## src/rtl/core/gdc_pkg.sv

```systemverilog
// ----------------------------------------------------------------------------
// gdc_pkg
// Types, command codes and calendar helpers for the Gregorian date counter.
// ----------------------------------------------------------------------------
package gdc_pkg;

    localparam int YEAR_W   = 14;
    localparam int MONTH_W  = 4;
    localparam int DAY_W    = 5;
    localparam int DOY_W    = 9;
    localparam int PACKED_W = 28;

    localparam logic [YEAR_W-1:0]  YEAR_MAX   = YEAR_W'(9999);
    localparam logic [MONTH_W-1:0] MONTH_LAST = MONTH_W'(12);
    localparam logic [DAY_W-1:0]   DAY_LAST   = DAY_W'(31);

    // y / 25 as (y * Div25Mul) >> Div25Shift, exact for 14-bit years
    localparam int Div25Mul   = 5243;
    localparam int Div25Shift = 17;

    typedef enum logic [2:0] {
        CMD_QUERY    = 3'd0,
        CMD_LOAD_YMD = 3'd1,
        CMD_LOAD_DOY = 3'd2,
        CMD_NEXT     = 3'd3,
        CMD_PREV     = 3'd4
    } cmd_t;

    typedef struct packed {
        logic [2:0]         command;
        logic [YEAR_W-1:0]  in_year;
        logic [MONTH_W-1:0] in_month;
        logic [DAY_W-1:0]   in_day;
        logic [DOY_W-1:0]   in_day_of_year;
    } req_t;

    typedef struct packed {
        logic [YEAR_W-1:0]          out_year;
        logic [MONTH_W-1:0]         out_month;
        logic [DAY_W-1:0]           out_day;
        logic [DOY_W-1:0]           out_day_of_year;
        logic                       date_valid;
        logic                       leap_year;
        logic                       first_day;
        logic                       last_day;
        logic                       load_error;
        logic signed [PACKED_W-1:0] packed_date;
    } res_t;

    typedef struct packed {
        logic [YEAR_W-1:0]  year;
        logic [MONTH_W-1:0] month;
        logic [DAY_W-1:0]   day;
    } date_t;

    function automatic logic is_leap(input logic [YEAR_W-1:0] y);
        logic [27:0]       prod;
        logic [YEAR_W-1:0] quot;
        logic [YEAR_W-1:0] back;
        logic              div25;
        prod  = 28'(y) * 28'(Div25Mul);
        quot  = YEAR_W'(prod >> Div25Shift);
        back  = YEAR_W'(quot * YEAR_W'(25));
        div25 = (back == y);
        return (y[1:0] == 2'd0) && (!div25 || (y[3:0] == 4'd0));
    endfunction

    function automatic logic [DAY_W-1:0] days_in(input logic leap,
                                                 input logic [MONTH_W-1:0] m);
        logic [DAY_W-1:0] len;
        case (m)
            4'd1, 4'd3, 4'd5, 4'd7, 4'd8, 4'd10, 4'd12: len = DAY_W'(31);
            4'd4, 4'd6, 4'd9, 4'd11:                   len = DAY_W'(30);
            4'd2:                                      len = leap ? DAY_W'(29) : DAY_W'(28);
            default:                                   len = '0;
        endcase
        return len;
    endfunction

    // first day of year of each month in a common year
    function automatic logic [DOY_W-1:0] month_first(input logic [MONTH_W-1:0] m);
        logic [DOY_W-1:0] st;
        case (m)
            4'd1:    st = DOY_W'(1);
            4'd2:    st = DOY_W'(32);
            4'd3:    st = DOY_W'(60);
            4'd4:    st = DOY_W'(91);
            4'd5:    st = DOY_W'(121);
            4'd6:    st = DOY_W'(152);
            4'd7:    st = DOY_W'(182);
            4'd8:    st = DOY_W'(213);
            4'd9:    st = DOY_W'(244);
            4'd10:   st = DOY_W'(274);
            4'd11:   st = DOY_W'(305);
            4'd12:   st = DOY_W'(335);
            default: st = '0;
        endcase
        return st;
    endfunction

endpackage

```

## src/rtl/core/gdc_calc.sv

```systemverilog
// ----------------------------------------------------------------------------
// gdc_calc
// Next stored date and result fields for one request, from the current date.
// ----------------------------------------------------------------------------
module gdc_calc
    import gdc_pkg::*;
(
    input  req_t  req,
    input  date_t cur,
    output date_t nxt,
    output res_t  res
);

    logic               cur_leap;
    logic               cur_ok;
    logic [DAY_W-1:0]   cur_dim;
    logic [DAY_W-1:0]   prev_dim;
    logic               in_leap;
    logic               doy_found;
    date_t              doy_date;
    logic [DOY_W-1:0]   st;
    logic [DOY_W-1:0]   len;
    logic               err;
    logic               nxt_leap;
    logic               nxt_ok;
    logic [DOY_W-1:0]   doy;
    logic [PACKED_W-1:0] pack_sum;

    assign cur_leap = is_leap(cur.year);
    assign cur_dim  = days_in(cur_leap, cur.month);
    assign prev_dim = days_in(cur_leap, cur.month - MONTH_W'(1));
    assign cur_ok   = (cur.year <= YEAR_MAX) && (cur.month >= MONTH_W'(1))
                    && (cur.month <= MONTH_LAST) && (cur.day >= DAY_W'(1))
                    && (cur.day <= cur_dim);
    assign in_leap  = is_leap(req.in_year);

    // month search for day-of-year load, month ranges are disjoint
    always_comb
    begin
        doy_found = 1'b0;
        doy_date  = '0;
        st        = '0;
        len       = '0;
        for (int i = 1; i <= 12; i++)
        begin
            st  = month_first(MONTH_W'(i))
                + DOY_W'((in_leap && (i >= 3)) ? 1 : 0);
            len = DOY_W'(days_in(in_leap, MONTH_W'(i)));
            if ((req.in_day_of_year >= st) && (req.in_day_of_year < st + len))
            begin
                doy_found      = 1'b1;
                doy_date.year  = req.in_year;
                doy_date.month = MONTH_W'(i);
                doy_date.day   = DAY_W'(req.in_day_of_year - st + DOY_W'(1));
            end
        end
    end

    always_comb
    begin
        nxt = cur;
        err = 1'b0;
        unique case (req.command)
            CMD_LOAD_YMD:
            begin
                nxt.year  = req.in_year;
                nxt.month = req.in_month;
                nxt.day   = req.in_day;
            end
            CMD_LOAD_DOY:
            begin
                if (doy_found)
                    nxt = doy_date;
                else
                    err = 1'b1;
            end
            CMD_NEXT:
            begin
                if (!cur_ok)
                    nxt = '0;
                else if (cur.day < cur_dim)
                    nxt.day = cur.day + DAY_W'(1);
                else if (cur.month < MONTH_LAST)
                begin
                    nxt.month = cur.month + MONTH_W'(1);
                    nxt.day   = DAY_W'(1);
                end
                else if (cur.year < YEAR_MAX)
                begin
                    nxt.year  = cur.year + YEAR_W'(1);
                    nxt.month = MONTH_W'(1);
                    nxt.day   = DAY_W'(1);
                end
                else
                    err = 1'b1;
            end
            CMD_PREV:
            begin
                if (!cur_ok)
                    nxt = '0;
                else if (cur.day > DAY_W'(1))
                    nxt.day = cur.day - DAY_W'(1);
                else if (cur.month > MONTH_W'(1))
                begin
                    nxt.month = cur.month - MONTH_W'(1);
                    nxt.day   = prev_dim;
                end
                else if (cur.year > YEAR_W'(0))
                begin
                    nxt.year  = cur.year - YEAR_W'(1);
                    nxt.month = MONTH_LAST;
                    nxt.day   = DAY_LAST;
                end
                else
                    err = 1'b1;
            end
            default:
            begin
                nxt = cur;
            end
        endcase
    end

    assign nxt_leap = is_leap(nxt.year);
    assign nxt_ok   = (nxt.year <= YEAR_MAX) && (nxt.month >= MONTH_W'(1))
                    && (nxt.month <= MONTH_LAST) && (nxt.day >= DAY_W'(1))
                    && (nxt.day <= days_in(nxt_leap, nxt.month));
    assign doy      = month_first(nxt.month) + DOY_W'(nxt.day) - DOY_W'(1)
                    + DOY_W'((nxt_leap && (nxt.month > MONTH_W'(2))) ? 1 : 0);
    assign pack_sum = PACKED_W'(nxt.year) * PACKED_W'(10000)
                    + PACKED_W'(nxt.month) * PACKED_W'(100)
                    + PACKED_W'(nxt.day);

    always_comb
    begin
        res.out_year        = nxt.year;
        res.out_month       = nxt.month;
        res.out_day         = nxt.day;
        res.out_day_of_year = nxt_ok ? doy : '0;
        res.date_valid      = nxt_ok;
        res.leap_year       = nxt_leap;
        res.first_day       = (nxt.month == MONTH_W'(1)) && (nxt.day == DAY_W'(1));
        res.last_day        = (nxt.month == MONTH_LAST) && (nxt.day == DAY_LAST);
        res.load_error      = err;
        res.packed_date     = nxt_ok ? signed'(pack_sum) : '1;
    end

endmodule

```

## src/rtl/core/gregorian_date_counter.sv

```systemverilog
// ----------------------------------------------------------------------------
// gregorian_date_counter
// Holds a Gregorian date and applies one command per request.
// ----------------------------------------------------------------------------
// usage
//   request channel: req_valid / req_stall / req, taken when valid and not stall
//   result channel:  res_valid / res_stall / res, one result per request
//   commands: query, load year-month-day, load year plus day of year,
//   next day, previous day; each result describes the date after the command
// flow
//   a taken request is loaded into the input register and its result into the
//   result register once that register is free or its result is being taken
// throughput
//   one request per cycle while res_stall is low; the date update and result
//   fields settle in a single pass of logic from input register to result register
// reset
//   stored date clears to the zero date (invalid), both registers empty
// stall
//   a waiting result holds; the input register still takes one request,
//   then req_stall rises until the result is taken
// ----------------------------------------------------------------------------
module gregorian_date_counter
    import gdc_pkg::*;
(
    input  logic clk,
    input  logic rst_n,
    input  logic req_valid,
    output logic req_stall,
    input  req_t req,
    output logic res_valid,
    input  logic res_stall,
    output res_t res
);

    logic  in_valid_reg;
    logic  in_valid_next;
    req_t  in_reg;
    date_t date_reg;
    date_t date_next;
    logic  res_valid_reg;
    logic  res_valid_next;
    res_t  res_reg;
    res_t  res_next;
    logic  advance;

    assign advance   = in_valid_reg && (!res_valid_reg || !res_stall);
    assign req_stall = in_valid_reg && !advance;

    assign in_valid_next  = req_stall ? in_valid_reg : req_valid;
    assign res_valid_next = advance ? 1'b1 : (res_stall ? res_valid_reg : 1'b0);

    gdc_calc u_calc (
        .req (in_reg),
        .cur (date_reg),
        .nxt (date_next),
        .res (res_next)
    );

    always_ff @(posedge clk or negedge rst_n)
    begin
        if (!rst_n)
        begin
            in_valid_reg  <= 1'b0;
            res_valid_reg <= 1'b0;
            date_reg      <= '0;
        end
        else
        begin
            in_valid_reg  <= in_valid_next;
            res_valid_reg <= res_valid_next;
            if (advance)
                date_reg <= date_next;
        end
    end

    always_ff @(posedge clk)
    begin
        if (req_valid && !req_stall)
            in_reg <= req;
        if (advance)
            res_reg <= res_next;
    end

    assign res_valid = res_valid_reg;
    assign res       = res_reg;

endmodule

```

## config.mk

```make
export PLATFORM = sky130hd
export DESIGN_NAME = gregorian_date_counter
export DESIGN_NICKNAME = d
export VERILOG_FILES = /design/src/rtl/core/gdc_pkg.sv /design/src/rtl/core/gdc_calc.sv /design/src/rtl/core/gregorian_date_counter.sv
export SDC_FILE = /design/constraint.sdc
export NUM_CORES = 1
export LEC_CHECK = 0
export BUFFER_PORTS_ARGS = -buffer_cell sky130_fd_sc_hd__buf_2
export CAP_MARGIN = 30
export CORE_ASPECT_RATIO = 1.1
export CORE_MARGIN = 4
export CORE_UTILIZATION = 62
export DETAILED_ROUTE_END_ITERATION = 12
export PLACE_DENSITY_LB_ADDON = 0.1
export SLEW_MARGIN = 20
export SYNTH_ARGS = -nofsm -noshare
export SYNTH_HDL_FRONTEND = slang
export SYNTH_SLANG_ARGS = --single-unit
```

## constraint.sdc

```tcl
create_clock -name clk -period 24.5 [get_ports clk]
set_clock_uncertainty 0.1 [all_clocks]
set_input_delay 1.225 -clock clk [delete_from_list [all_inputs] [get_ports clk]]
set_output_delay 1.225 -clock clk [all_outputs]
set_load 0.01 [all_outputs]
```

==> After elaboration in Yosys (flattened, before gate mapping) <==
Memories as Yosys holds them, arrays and structs flattened.
Cells that the tools add are included.
{ "totals": {"reg_bits": 125, "romBits": 144, "input_bits": 39, "out_inout_bits": 67, "word_cells": 282, "n_memories": 1} }
{ "op_classes": {"addsub": 56, "mul": 8, "n_lt_le_gt_ge": 41, "eq_ne": 46, "mux": 58, "n_reduce_logical": 52} }
{ "memory_table": {"columns": ["memory", "depth", "width", "rd", "rd_clocked_by_memory_dff", "write_ports", "line", "rtl"], "rows": [
  ["(no name shown)", 16, 9, 1, 0, 0, "gdc_pkg.sv:83", "case (m)"]
]} }
{ "ops": {"columns": ["cell", "count"], "rows": [
  ["$mux 23", 17],
  ["$pmux 23 s4", 1],
  ["$lt 9x9->1", 10],
  ["$mul 14x13->27 const B", 3],
  ["$add 5x1->5 const B", 13],
  ["$add 9x5->9 const B", 7],
  ["$ge 9x9->1", 7],
  ["$eq 4x4->1 const B", 15],
  ["$sub 5x5->5", 10],
  ["$eq 4x3->1 const B", 12],
  ["$pmux 5 s3", 3],
  ["$eq 14x14->1", 3],
  ["$mul 10x5->14 const B", 3],
  ["$add 8x1->9 const A", 4],
  ["$mux 18", 2],
  ["$logic_and 1x1->1", 29],
  ["$add 28x11->28", 1],
  ["$add 28x5->28", 1],
  ["$le 14x14->1 const B", 2],
  ["$mux 1", 28],
  ["$mux 14", 2],
  ["$add 9x1->9 const A", 3],
  ["$eq 4x2->1 const B", 6],
  ["$mul 14x10->24 const B", 1],
  ["other kinds (47)", 78]
]} }

==> Longest topological paths before layout <==
{ "logic_depth": {"ltp_word": 33, "depth_mapped": 98, "depth_no_buf": 96} }

==> By module <==
From an unflattened synthesis, not the netlist that was laid out.
{ "unflattened": {"hier_cells": 2712, "hier_area_um2": 25847.3} }
{ "modules_own_cells": {"columns": ["module", "instances", "cells_each", "area_each_um2", "seq_area_each_um2"], "rows": [
  ["gdc_calc", 1, 2556, 21888.5, 0.0],
  ["gregorian_date_counter", 1, 156, 3958.8, 3628.5]
]} }

==> Worst setup path after synthesis <==
Ideal clock, no wire load.
{ "synth_path": {"kind": "register to register", "startpoint": "register in_reg[29] in the netlist's numbering", "endpoint": "register res_reg, in the netlist res[41] (data pin)", "setup_ns": 0.262, "t_arrival_ns": 21.884, "t_required_ns": 24.138, "slack_ns": 2.254, "stages_incl_launch_ff": 94, "path_buffers": 2, "period_less_slack_ns": 22.246, "path_cell_list": "edfxtp_1 fa_1 ha_1 inv_1 fa_1 inv_1 fa_1 inv_1 fa_1 inv_1 ha_1 a21o_1 a221oi_1 o31ai_1 a31oi_1 nor2b_1 nor2_1 xnor2_1 [... 58 more ...] xnor2_1 xnor2_1 or4_1 o41ai_2 nand3b_1 ha_1 inv_1 ha_1 fa_1 a21o_1 a21o_1 a21o_1 a21oi_1 nor2b_1 o21a_1 nor2_1 o211a_1 nor3b_1"} }
{ "synth_rtl": {"columns": ["element", "line", "rtl"], "rows": [
  ["start, declared", "gregorian_date_counter.sv:37", "req_t in_reg;"],
  ["start signal, assigned", "gregorian_date_counter.sv:79", "in_reg <= req;"],
  ["end signal, assigned", "gregorian_date_counter.sv:81", "res_reg <= res_next;"],
  ["end, declared", "gregorian_date_counter.sv:42", "res_t res_reg;"]
]} }

==> impl_metrics.yaml <==
status:
  status: "completed"
final_layout:
  largest_register_ff_count: 65
  design_area_sq_mm: 0.0277
  syn_to_final_growth_pct: 8.69
  nets: 3717
  antenna_cells: 0
  drive_gt1_share_pct: 9.50
cts:
  ctsHtreeMaxLevel: 4
  clockBufferDepth: 2
  cts-buffers-inserted: 17
  cts_tree: "yes"
  path_clk_slew_ps: 70
  cts.sinks: 125
  clk_latency_ps: 480
  cts_root_buffer: "clkbuf_16"
route:
  viasPerCell: 5.98
  vias: 20200
  drtAntennaViolNets: 0
  drc: 0
  wl_per_cell_um: 20.2
  drtIter0Drc: 1306
  drt_pass1_iterations: 6
  wirelength_um: 68000
floorplanning:
  die_area_sq_mm: 0.0443
  die_w_um: 201
  core-area_sq_mm: 0.0404
  initial_utilization_pct: 63.0
  die_h_um: 220
  rows: 77
  io_pins: 106
worst_hold_path:
  hp-class: "reg -> reg"
  hold_start: "in_valid_reg"
placed_design:
  gp_congestion: 1.01
  hpwlAfterDp_um: 55200
  port_buffers: 105
  placed_area_sq_mm: 0.0266
setup_path:
  crit_type: "reg -> reg"
  cp-start-kind: "register"
  critPathLaunch: "in_reg[23]"
  cpMostUsedCell: "inv_1"
  max_stage_delay_ps: 690
  reg2reg_from: "in_reg[23]"
  cp.arrival_ps: 23520
  critPathSlowestCell: "or4_4"
  end_kind: "register"
  required_ps: 24630
  crit_fanout: 15
grt:
  grt_pass1_wl_um: 110000
  track_usage_pct: 30.9
  antenna_found_initial: 1
  grt_pass1_vias: 20900
  grt_max_degree: 77
  grt_overflow: 0
synthesis:
  yosysWarnings: 0
  yosysSeqAreaShare_pct: 14.3
  ys_top_cells_by_area: "ha_1 29%, fa_1 18%, edfxtp_1 12%"
  syn-num-nets: 3567
  synth_top_area_cell: "ha_1"
  async_flop_share_pct: 20.0
  synth_edf_count: 100
  ys_ff_latch: 125
  ys_types: 89
  synth.avg_cell_area_sq_um: 9.42
  mappedNetlistArea_sq_mm: 0.0254
  synth_top_area_share_pct: 29.4
  ys.flop_type: "edfxtp_1"
  syn_inst: 2700
sta:
  whs_ps: 414
  finalCritPeriodShare_pct: 95.5
  worst_pin_slew_ps: 920
  setup_tns_ps: 0
  hold_viol: 0
  slew_headroom_pct: 38.7
  fmax_ghz: 0.0427
  finalSetupViolCount: 0
  finalCriticalPeriod_ps: 23390
  slew_viol_final: 0
run:
  cap_violations: 0
-- layout by cell type, fill, tap and decap left out, drive strengths merged, types with 17 or more instances in the layout --
| cell | Yosys | routed |
|---|---|---|
| a211oi | 22 | 22 |
| a21o | 57 | 57 |
| a21oi | 135 | 135 |
| a221oi | 19 | 19 |
| a31oi | 20 | 20 |
| and2 | 20 | 20 |
| and3 | 25 | 25 |
| buf | 13 | 187 |
| clkbuf | 43 | 17 |
| dfrtp | 25 | 25 |
| edfxtp | 100 | 100 |
| fa | 230 | 230 |
| ha | 598 | 598 |
| inv | 491 | 499 |
| nand2 | 116 | 116 |
| nand2b | 18 | 18 |
| nand3 | 49 | 49 |
| nor2 | 132 | 132 |
| nor2b | 22 | 22 |
| nor3 | 40 | 40 |
| o211ai | 23 | 23 |
| o21a | 25 | 25 |
| o21ai | 84 | 84 |
| xnor2 | 115 | 115 |
| xor2 | 50 | 50 |
-- worst max-delay path: cells and delay by family (launching register included) --
family                   cells  cell delay, ps
AO/OA/AOI/OAI               32            7380
XOR/XNOR                     3             540
adder cells (fa/ha/maj)     24            8920
buffers and inverters       18            1800
flip-flops                   1             510
AND/OR/NAND/NOR             16            3820
-- cells in the mapped netlist, types with 22 or more instances --
library cell and count:
nor3_1 38, edfxtp_1 100, a21o_1 57, nand2_1 116
fa_1 230, nor2_1 131, nor2b_1 22, ha_1 598
o211ai_1 22, nand3_1 49, xor2_1 50, o21ai_0 80
a21oi_1 135, clkbuf_1 43, a211oi_1 22, and3_1 25
dfrtp_1 25, inv_1 490, o21a_1 25, xnor2_1 115
-- cells by family after synthesis --
group | synth area share [%]
mux | 0.241
compound gates | 13.9
flops | 14.3
simple gates | 10.2
xor+xnor | 5.68
buf+inv | 8.18
fa+ha+maj | 47.5
-- what timing repair did --
item,4_1_cts,5_1_grt
resized for setup,0,12
setup buffers,0,51
hold buffers,0,0
setup endpoints to repair,0,38
-- final timing paths --
check                                to  slack [ps]  cells after the start
min in group asynchronous  date_reg[15]         710                      1
min                           res_valid         410                      1
max reg2reg                     res[41]        1110                     93
min reg2reg                   res_valid         410                      1
max in group asynchronous   date_reg[6]       23080                      1
max                             res[41]        1110                     93
-- area by class of cell --
type	count	area, sq um
well taps	513	642
repair buffers	187	1170
fillers	3252	12700
inverters	493	1850
multi-input cells	2026	19800
clock inverters	15	145
flip-flops and latches	125	3630
clock buffers	17	425
-- routing by layer --
layer	share of wire, %	vias up	GRT usage [%]	routed length [um]
met5	0.019	-	0	13
met4	3.0	2	10.9	2020
met3	5.4	145	5.12	3640
met2	50	568	54.1	33900
met1	42	9884	39.1	28500
li1	-	9578	-	-
-- through the flow --
stage | utilization [%] | std cells | setup WS [ps]
2_1_floorplan | - | 2700 | 2250
3_3_place_gp | 65.9 | 3292 | 751
3_5_place_dp | 65.9 | 3292 | 325
4_1_cts | 67.3 | 3324 | 211
5_1_grt | 68.5 | 3376 | -29.4
6_report | 68.5 | 3376 | 1110
Power is not shown: default switching activity piles up to over one toggle a cycle in this logic, so the estimate is an artifact.
